### src/skvt_pkg.sv
// ----------------------------------------------------------------------------
// skvt_pkg
// Shared types and constants for the sorted key/value table.
// ----------------------------------------------------------------------------
`default_nettype none

package skvt_pkg;

   // Field widths
   localparam int KEY_W        = 32;
   localparam int VALUE_W      = 32;
   localparam int COUNT_W      = 5;
   localparam int CAPACITY_DEF = 16;

   // Operation codes
   typedef enum logic [1:0] {
      OP_INSERT = 2'd0,
      OP_FIND   = 2'd1,
      OP_REMOVE = 2'd2,
      OP_CLEAR  = 2'd3
   } op_type;

   // Request payload
   typedef struct packed {
      op_type                    op;
      logic signed [KEY_W-1:0]   entry_key;
      logic signed [VALUE_W-1:0] entry_value;
   } req_type;

   // Response payload
   typedef struct packed {
      logic                      found;
      logic signed [VALUE_W-1:0] found_value;
      logic [COUNT_W-1:0]        entry_count;
      logic                      overflow;
   } rsp_type;

   // Per-cycle commands broadcast to every cell
   typedef struct packed {
      logic compare;   // latch key compare flags
      logic insert;    // open a slot and place the new pair
      logic shift;     // close one gap left of the removed key
      logic clear;     // drop every pair
   } cell_ctl_type;

endpackage

`default_nettype wire

### src/sorted_key_value_table_core.sv
// ----------------------------------------------------------------------------
// sorted_key_value_table_core
// Keeps up to CAPACITY key/value pairs in ascending signed key order in a row
// of cells; supports insert, find, remove-all and clear.
// ----------------------------------------------------------------------------
//
//   Channel   Ports                          Direction   Payload
//   request   req_valid, req_stall, req_data in          skvt_pkg::req_type
//   response  rsp_valid, rsp_stall, rsp_data out         skvt_pkg::rsp_type
//
// Insert, find and clear: the cells latch their compare flags on the
// accepting edge and act in ST_ACT, which waits for a free response slot.
// Remove-all passes through ST_CMP and ST_ACT for each of M matching pairs:
// each pass through the cell row recompares and closes one gap.
// Reset empties the table at once (valid bit per cell); no clearing pass.
// A request may be accepted while a response waits; its last step holds until
// the response register is free.
// ----------------------------------------------------------------------------
`default_nettype none

module sorted_key_value_table_core #(
   parameter int CAPACITY = skvt_pkg::CAPACITY_DEF
) (
   input  wire                    clock,
   input  wire                    reset,
   input  wire                    req_valid,
   output logic                   req_stall,
   input  wire skvt_pkg::req_type req_data,
   output logic                   rsp_valid,
   input  wire                    rsp_stall,
   output skvt_pkg::rsp_type      rsp_data
);

   localparam int CNT_W = $clog2(CAPACITY + 1);

   typedef enum logic [2:0] {
      ST_IDLE = 3'b001,
      ST_CMP  = 3'b010,
      ST_ACT  = 3'b100
   } state_type;

   state_type              state_ff, state_in;
   skvt_pkg::req_type      req_ff;
   skvt_pkg::rsp_type      rsp_ff, rsp_in;
   logic                   rsp_valid_ff;
   logic [CNT_W-1:0]       count_ff, count_in;

   skvt_pkg::cell_ctl_type ctl;
   logic [skvt_pkg::KEY_W-1:0]   cmp_key;
   logic [skvt_pkg::KEY_W-1:0]   key_vec   [CAPACITY];
   logic [skvt_pkg::VALUE_W-1:0] value_vec [CAPACITY];
   logic [CAPACITY-1:0]          valid_vec;
   logic [CAPACITY-1:0]          eq_vec;
   logic [CAPACITY-1:0]          ins_vec;
   logic [CAPACITY-1:0]          first_vec;
   logic [skvt_pkg::VALUE_W-1:0] hit_value;

   logic accept;
   logic any_eq;
   logic full;
   logic slot_free;
   logic last_step;
   logic act_en;
   logic rsp_load;

   assign req_stall = (state_ff != ST_IDLE);
   assign accept    = req_valid && !req_stall;

   // Hold the request for the remainder of the operation
   always_ff @(posedge clock) begin
      if (accept) begin
         req_ff <= req_data;
      end
   end

   // Compare against the port on accept, against the held key afterwards
   assign cmp_key = (state_ff == ST_IDLE) ? req_data.entry_key : req_ff.entry_key;

   assign any_eq    = |eq_vec;
   assign full      = (count_ff == CNT_W'(CAPACITY));
   assign slot_free = !rsp_valid_ff || !rsp_stall;
   assign last_step = !((req_ff.op == skvt_pkg::OP_REMOVE) && any_eq);
   assign act_en    = (state_ff == ST_ACT) && (!last_step || slot_free);
   assign rsp_load  = act_en && last_step;

   // Broadcast commands to the cells
   always_comb begin
      ctl.compare = accept || (state_ff == ST_CMP);
      ctl.insert  = act_en && (req_ff.op == skvt_pkg::OP_INSERT) && !full;
      ctl.shift   = act_en && (req_ff.op == skvt_pkg::OP_REMOVE) && any_eq;
      ctl.clear   = act_en && (req_ff.op == skvt_pkg::OP_CLEAR);
   end

   // Row of cells
   for (genvar i = 0; i < CAPACITY; i++) begin : g_cell
      logic [skvt_pkg::KEY_W-1:0]   p_key;
      logic [skvt_pkg::VALUE_W-1:0] p_value;
      logic                         p_valid;
      logic                         p_ins;
      logic [skvt_pkg::KEY_W-1:0]   n_key;
      logic [skvt_pkg::VALUE_W-1:0] n_value;
      logic                         n_valid;

      if (i == 0) begin : g_head
         assign p_key   = req_ff.entry_key;
         assign p_value = req_ff.entry_value;
         assign p_valid = 1'b0;
         assign p_ins   = 1'b0;
      end else begin : g_body
         assign p_key   = key_vec[i-1];
         assign p_value = value_vec[i-1];
         assign p_valid = valid_vec[i-1];
         assign p_ins   = ins_vec[i-1];
      end

      if (i == CAPACITY - 1) begin : g_tail
         assign n_key   = req_ff.entry_key;
         assign n_value = req_ff.entry_value;
         assign n_valid = 1'b0;
      end else begin : g_inner
         assign n_key   = key_vec[i+1];
         assign n_value = value_vec[i+1];
         assign n_valid = valid_vec[i+1];
      end

      skvt_cell u_cell (
         .clock      (clock),
         .reset      (reset),
         .ctl        (ctl),
         .cmp_key    (cmp_key),
         .new_key    (req_ff.entry_key),
         .new_value  (req_ff.entry_value),
         .prev_key   (p_key),
         .prev_value (p_value),
         .prev_valid (p_valid),
         .prev_ins   (p_ins),
         .next_key   (n_key),
         .next_value (n_value),
         .next_valid (n_valid),
         .key        (key_vec[i]),
         .value      (value_vec[i]),
         .valid      (valid_vec[i]),
         .eq         (eq_vec[i]),
         .ins        (ins_vec[i])
      );
   end

   // Select the first matching cell; matches are contiguous in sorted order
   assign first_vec = eq_vec & ~(eq_vec << 1);

   always_comb begin
      hit_value = '0;
      for (int i = 0; i < CAPACITY; i++) begin
         if (first_vec[i]) begin
            hit_value = hit_value | value_vec[i];
         end
      end
   end

   // Advance the entry count
   always_comb begin
      count_in = count_ff;
      if (ctl.clear) begin
         count_in = '0;
      end else if (ctl.insert) begin
         count_in = count_ff + CNT_W'(1);
      end else if (ctl.shift) begin
         count_in = count_ff - CNT_W'(1);
      end
   end

   always_ff @(posedge clock) begin
      if (reset) begin
         count_ff <= '0;
      end else begin
         count_ff <= count_in;
      end
   end

   // Sequence: accept, act, and loop back to compare while removing
   always_comb begin
      state_in = state_ff;
      case (state_ff)
         ST_IDLE: begin
            if (accept) begin
               state_in = ST_ACT;
            end
         end
         ST_CMP: begin
            state_in = ST_ACT;
         end
         ST_ACT: begin
            if (act_en) begin
               state_in = last_step ? ST_IDLE : ST_CMP;
            end
         end
         default: begin
            state_in = ST_IDLE;
         end
      endcase
   end

   always_ff @(posedge clock) begin
      if (reset) begin
         state_ff <= ST_IDLE;
      end else begin
         state_ff <= state_in;
      end
   end

   // Build the response
   always_comb begin
      rsp_in.found       = (req_ff.op == skvt_pkg::OP_FIND) && any_eq;
      rsp_in.found_value = rsp_in.found ? hit_value : '0;
      rsp_in.entry_count = skvt_pkg::COUNT_W'(count_in);
      rsp_in.overflow    = (req_ff.op == skvt_pkg::OP_INSERT) && full;
   end

   always_ff @(posedge clock) begin
      if (rsp_load) begin
         rsp_ff <= rsp_in;
      end
   end

   always_ff @(posedge clock) begin
      if (reset) begin
         rsp_valid_ff <= 1'b0;
      end else if (rsp_load) begin
         rsp_valid_ff <= 1'b1;
      end else if (!rsp_stall) begin
         rsp_valid_ff <= 1'b0;
      end
   end

   assign rsp_valid = rsp_valid_ff;
   assign rsp_data  = rsp_ff;

`ifndef SYNTHESIS
   a_count_range: assert property (@(posedge clock) disable iff (reset)
      count_ff <= CNT_W'(CAPACITY))
      else $error("entry count above capacity");

   a_count_cells: assert property (@(posedge clock) disable iff (reset)
      $countones(valid_vec) == int'(count_ff))
      else $error("entry count disagrees with occupied cells");

   a_full_drop: assert property (@(posedge clock) disable iff (reset)
      (act_en && (req_ff.op == skvt_pkg::OP_INSERT) && full) |=>
         (count_ff == $past(count_ff)) && (valid_vec == $past(valid_vec)))
      else $error("insert into full table changed contents");

   a_load_free: assert property (@(posedge clock) disable iff (reset)
      rsp_load |-> slot_free)
      else $error("response overwritten before it was taken");
`endif

endmodule

`default_nettype wire

### src/skvt_cell.sv
// ----------------------------------------------------------------------------
// skvt_cell
// One slot of the sorted table: holds a key/value pair, compares it with the
// request key and moves data to or from its neighbors.
// ----------------------------------------------------------------------------
`default_nettype none

module skvt_cell (
   input  wire                                 clock,
   input  wire                                 reset,
   input  wire skvt_pkg::cell_ctl_type         ctl,
   input  wire  [skvt_pkg::KEY_W-1:0]          cmp_key,
   input  wire  [skvt_pkg::KEY_W-1:0]          new_key,
   input  wire  [skvt_pkg::VALUE_W-1:0]        new_value,
   input  wire  [skvt_pkg::KEY_W-1:0]          prev_key,
   input  wire  [skvt_pkg::VALUE_W-1:0]        prev_value,
   input  wire                                 prev_valid,
   input  wire                                 prev_ins,
   input  wire  [skvt_pkg::KEY_W-1:0]          next_key,
   input  wire  [skvt_pkg::VALUE_W-1:0]        next_value,
   input  wire                                 next_valid,
   output logic [skvt_pkg::KEY_W-1:0]          key,
   output logic [skvt_pkg::VALUE_W-1:0]        value,
   output logic                                valid,
   output logic                                eq,
   output logic                                ins
);

   logic [skvt_pkg::KEY_W-1:0]   key_ff;
   logic [skvt_pkg::VALUE_W-1:0] value_ff;
   logic                         valid_ff;
   logic                         eq_ff;
   logic                         gt_ff;
   logic                         eq_in;
   logic                         gt_in;
   logic                         ge;

   // Compare stored key with the request key, signed order
   assign eq_in = valid_ff && (key_ff == cmp_key);
   assign gt_in = valid_ff && ($signed(key_ff) > $signed(cmp_key));

   always_ff @(posedge clock) begin
      if (reset) begin
         eq_ff <= 1'b0;
         gt_ff <= 1'b0;
      end else if (ctl.compare) begin
         eq_ff <= eq_in;
         gt_ff <= gt_in;
      end
   end

   // Hold flag state for the neighbors
   assign eq  = eq_ff;
   assign ge  = eq_ff || gt_ff;
   assign ins = !valid_ff || gt_ff;

   // Valid bit: clear, take new pair, take left or right neighbor
   always_ff @(posedge clock) begin
      if (reset) begin
         valid_ff <= 1'b0;
      end else if (ctl.clear) begin
         valid_ff <= 1'b0;
      end else if (ctl.insert && ins) begin
         valid_ff <= prev_ins ? prev_valid : 1'b1;
      end else if (ctl.shift && ge) begin
         valid_ff <= next_valid;
      end
   end

   // Payload moves with the valid bit
   always_ff @(posedge clock) begin
      if (ctl.insert && ins) begin
         if (prev_ins) begin
            key_ff   <= prev_key;
            value_ff <= prev_value;
         end else begin
            key_ff   <= new_key;
            value_ff <= new_value;
         end
      end else if (ctl.shift && ge) begin
         key_ff   <= next_key;
         value_ff <= next_value;
      end
   end

   assign key   = key_ff;
   assign value = value_ff;
   assign valid = valid_ff;

endmodule

`default_nettype wire

### config.mk
export PLATFORM = sky130hd
export DESIGN_NAME = sorted_key_value_table_core
export DESIGN_NICKNAME = d
export VERILOG_FILES = /design/src/skvt_pkg.sv /design/src/sorted_key_value_table_core.sv /design/src/skvt_cell.sv
export SDC_FILE = /design/constraint.sdc
export NUM_CORES = 2
export LEC_CHECK = 0
export BUFFER_PORTS_ARGS = -buffer_cell sky130_fd_sc_hd__buf_2
export CORE_UTILIZATION = 32
export CTS_BUF_LIST = sky130_fd_sc_hd__clkbuf_8
export CTS_CLUSTER_SIZE = 8
export DETAILED_ROUTE_END_ITERATION = 16
export GPL_TIMING_DRIVEN = 0
export PLACE_DENSITY = 0.5
export RECOVER_POWER = 50
export SLEW_MARGIN = 20
export SYNTH_ARGS = -nofsm -noshare
export SYNTH_HDL_FRONTEND = slang
export SYNTH_HIERARCHICAL = 1
export SYNTH_SLANG_ARGS = --single-unit
### constraint.sdc
create_clock -name clock -period 4.3 [get_ports clock]
set_clock_uncertainty 0.2 [all_clocks]
set_input_delay 0.215 -clock clock [delete_from_list [all_inputs] [get_ports clock]]
set_output_delay 0.215 -clock clock [all_outputs]
set_load 0.005 [all_outputs]
==> flow_summary.rst <==
.. list-table::
   :header-rows: 1

   * - Metric
     - Value
   * - Outcome
     - finished with violations
   * - Violated checks
     - capacitance limit, slew limit, setup timing
   * - DRC violation total after the first TritonRoute iteration
     - 8356
   * - Cell area after synthesis
     - 0.0745 sq mm
   * - Count of distinct cell types in the synthesized netlist
     - 61
   * - CP bufs+invs
     - 2
   * - Cell with the most instances on the worst path
     - sky130_fd_sc_hd__buf_2
   * - Adder-Cell Fraction of Synth Area
     - between 8 and 9%
   * - Largest family of logic cells by synthesized area
     - multiplexers
   * - Net count reported at finish
     - roughly 8400
   * - Critical path cell sequence
     - nor2b_1 > buf_2 > buf_2 > a221oi_1 > a31oi_1
   * - Highest fanout seen on the critical path
     - 10
   * - Number of nets with antenna violations after routing
     - 0
   * - TritonCTS clock tree
     - built
   * - Standard cell with the maximum stage delay on the critical path
     - sky130_fd_sc_hd__nor2b_1
   * - Unrepaired setup endpoints after global routing
     - true
   * - Number of search-and-repair iterations in the first detailed-routing pass
     - 8
   * - Worst-Skew Late Latency
     - around 1000 ps
   * - I/O pins
     - roughly 110
   * - Simple-Gate Fraction of Synth Area
     - approximately 11%
   * - Lkg Pwr
     - 40.3 nW
   * - Global-route wire length before repair
     - 453000 um
   * - Clock buffers created by TritonCTS
     - about 210
   * - Crit path launch type
     - register
   * - Crit path largest cell delay
     - 1000 ps
   * - Area of the die
     - 0.235 sq mm
   * - Syn-to-layout area delta
     - 15.1%
   * - Clock Sink Count
     - 1186
   * - Clock transition at path regs
     - approximately 60 ps
   * - Number of buffers on the longest clock path
     - 3
   * - Number of register bits inferred by synthesis
     - 1186
   * - Synth area leader
     - sky130_fd_sc_hd__edfxtp_1
   * - Synth warn
     - 6
   * - Logic depth of the worst setup path including buffers
     - 5
   * - Max-cap check violation count
     - 1
   * - Synth top area cells
     - sky130_fd_sc_hd__edfxtp_1 46%, sky130_fd_sc_hd__mux2i_1 14%, sky130_fd_sc_hd__ha_1 8.6%
   * - Floorplan die width
     - between 400 and 500 um
   * - Post-synthesis mux area share
     - 14.1%
   * - Fraction of synthesis flops using an asynchronous set or reset pin
     - 0%
   * - Required time of the critical path
     - 4820 ps
   * - H-tree Lvls
     - 4
   * - Starting Density
     - 32.3%
   * - Main flop type after synthesis
     - sky130_fd_sc_hd__edfxtp_1
   * - Filler Cells Inserted
     - 23300
   * - Final routed wirelength across all metal layers
     - around 330000 um
   * - Worst voltage drop across the vdd grid
     - 0.000353 V
   * - Pin count of the biggest net entering global routing
     - between 40 and 50
   * - Worst min path class
     - in2reg
   * - Via-per-instance ratio
     - 5.80
   * - Number of antenna violations at the first check in global routing
     - 22
   * - Number of global-route vias before repair
     - between 60000 and 70000
   * - Minimum clock period
     - ~4400 ps
   * - Number of setup violations in the final report
     - 2
   * - WHS Path Cells
     - 3
   * - Endpoints failing hold
     - 0
   * - Post-route DRC
     - 0
   * - Kind of critical path
     - reg2reg
   * - CTS Root Cell
     - sky130_fd_sc_hd__clkbuf_8
   * - Area of the core
     - 0.231 sq mm
   * - Slew Limit Fails
     - 9
   * - Remaining Overflow, GRT
     - 0
   * - Share of the yosys chip area belonging to registers
     - 47.0%
   * - Worst setup margin
     - -75.5 ps
   * - Worst-case reg-to-reg path depth
     - 5
   * - XOR/XNOR Fraction of Synth Area
     - 0%
   * - Number of cells produced by synthesis
     - 7332
   * - Placed wire-length estimate after detailed placement
     - 238000 um
   * - Floorplan die height
     - 485 um
   * - Total negative setup slack
     - -84.5 ps
   * - Number of cell rows
     - ~180
   * - Pin slew with the least headroom to its limit
     - 1530 ps
   * - Remaining max-slew budget at the tightest pin
     - -2.11%
   * - Layout cells sized above 1
     - 9.36%
   * - Number of enable-type register cells in the synthesized netlist
     - 1129
   * - Final weighted congestion in routability-driven placement
     - around 0.95
   * - Period utilisation layout
     - 102%
   * - Post-DR wirelength/cell
     - 29.5 um
   * - CP endpoint kind
     - register
   * - Final std cells w/o fill
     - ~11000
   * - Share of the synthesized area in the top cell type
     - 45.5%
   * - Pwr/cell area
     - 348 mW/mm^2
   * - Achievable Freq
     - 229 MHz
   * - IO buf count
     - 110
   * - Syn Area/Cell
     - 10.2 sq um
   * - Worst-case setup slack after placement
     - -1340 ps
   * - Fraction of the mapped netlist area in compound gates
     - 13.8%
   * - GR Util All Layers
     - between 20% and 30%
   * - Placed cell count
     - 10500
   * - Top delay family on crit path
     - buffers and inverters
   * - Worst reg-to-reg setup slack
     - -80 ps
   * - Total via count in the routed design
     - 64200
   * - Worst endpoint data arrival time
     - roughly 4900 ps
## state kept, by name (all words and copies together), names as in the netlist
name / flops
g_cell.u_cell/valid: 16
g_cell.p_value: 32
g_cell.u_cell/value: 512
rsp_data: 39
g_cell.u_cell/key: 512
g_cell.u_cell/eq: 16
state_ff: 3
count_ff: 5
req_ff: 2
g_cell.p_key: 32
rsp_valid: 1
g_cell.u_cell/gt_ff: 16
## per-layer routing
metal	track usage (%)	part of all wire [%]	vias to the layer above
met1	37.1	43	31800
met5	0	0.058	-
met3	6.78	11	703
li1	-	-	28000
met4	12.4	5.0	16
met2	38.9	42	3665
## cell families after synthesis
logic type / after synthesis
AOI/OAI and AO/OA: 1798
adders and majority gates: 514
buffers and inverters: 954
DFF: 1186
muxes: 1048
other: 1
and+or+nand+nor: 1831
## tightest hold or removal path, stage by stage
cell	delay (ps)
sky130_fd_sc_hd__dlygate4sd3_1	510
sky130_fd_sc_hd__buf_2	90
sky130_fd_sc_hd__dlygate4sd3_1	540
## timing repair
action                                  4_1_cts  5_1_grt
pin swaps                                     3       10
endpoints found under the hold margin       175        0
hold buffers                                139        0
gates resized for setup                      70       21
endpoints found under the setup margin      463       10
cloned                                        0        2
setup buffers                                 6       11
## layout by cell type, fill, tap and decap left out, types with 13 or more instances in the layout
cell	n
sky130_fd_sc_hd__nand2_4	35
sky130_fd_sc_hd__nand4_1	102
sky130_fd_sc_hd__a21o_1	24
sky130_fd_sc_hd__mux2i_1	1048
sky130_fd_sc_hd__buf_2	252
sky130_fd_sc_hd__nor4_1	17
sky130_fd_sc_hd__nor3b_1	16
sky130_fd_sc_hd__nor3_1	26
sky130_fd_sc_hd__a21oi_1	262
sky130_fd_sc_hd__edfxtp_1	1129
sky130_fd_sc_hd__inv_1	626
sky130_fd_sc_hd__o21ai_1	56
sky130_fd_sc_hd__clkbuf_2	37
sky130_fd_sc_hd__nor2_1	91
sky130_fd_sc_hd__ha_1	514
sky130_fd_sc_hd__o21ai_0	1060
sky130_fd_sc_hd__dlygate4sd3_1	139
sky130_fd_sc_hd__a22oi_1	124
sky130_fd_sc_hd__a31oi_1	33
sky130_fd_sc_hd__buf_16	19
sky130_fd_sc_hd__a211oi_1	16
sky130_fd_sc_hd__a221oi_1	64
sky130_fd_sc_hd__diode_2	16
sky130_fd_sc_hd__clkinv_1	46
sky130_fd_sc_hd__dfxtp_1	57
sky130_fd_sc_hd__buf_1	48
sky130_fd_sc_hd__clkbuf_8	224
sky130_fd_sc_hd__nand2b_1	42
sky130_fd_sc_hd__clkbuf_1	173
sky130_fd_sc_hd__nor2b_1	17
sky130_fd_sc_hd__or3b_1	13
sky130_fd_sc_hd__o211ai_1	16
sky130_fd_sc_hd__a22o_1	72
sky130_fd_sc_hd__and4_1	28
sky130_fd_sc_hd__nand3_1	74
sky130_fd_sc_hd__nand2_1	1263
sky130_fd_sc_hd__buf_12	16
sky130_fd_sc_hd__clkinv_2	21
sky130_fd_sc_hd__buf_4	22
## layout make-up
type	count	area, sq um	area share (%)
Buffer	407	1840	2.14
Sequential cell	1186	35000	40.9
Timing Repair Buffer	302	2870	3.35
Clock buffer	224	3080	3.60
Antenna cell	16	40.0	0.0467
Tap cell	3026	3790	4.42
Inverter	547	2060	2.40
Clock inverter	163	831	0.969
Multi-Input combinational cell	5197	36200	42.2
## cell usage after synthesis (all sizes together) (5+ instances only)
cell    number
ha         514
or3b        13
nor3        38
o21a         5
a21o        24
nand4b      12
nor3b       18
clkbuf     161
a22o        72
edfxtp    1129
nand3       74
dfxtp       57
inv        547
a31oi       33
nand2     1309
nor2        95
a21oi      263
nor4        40
a211o       13
a22oi      124
o21ai     1116
and4b       12
buf        246
mux2i     1048
a221o       12
o211ai      16
a32oi       13
and4        28
a211oi      17
a21boi       5
nand4      118
nand2b      42
nand3b       9
nor2b       18
a221oi      64
## where the power goes
part,switching (mW),internal [mW]
registers,0.564,12.9
logic,3.95,2.02
clock network,5.35,5.05
total,9.87,20.0
## metrics by stage
step                utilization [%]  total power, mW  cell area, sq um  hold slack, ps
finish                         37.1             29.8             85700             241
global route                   37.1             31.1             85700             206
CTS                            37.1             29.8             85500             134
detailed placement             34.6             19.2             79900             195
global placement               34.2             18.9             78900             192
floorplan                         -             17.0             74500            84.1
## worst paths after layout
check / start / end
hold / removal: req_data[21] / g_cell[0].p_value[21]
setup reg to reg: g_cell[11].u_cell/eq / rsp_data[37]
hold reg to reg: count_ff[3] / count_ff[3]
setup / recovery: g_cell[11].u_cell/eq / rsp_data[37]
Power figures use the tool's default switching activity.
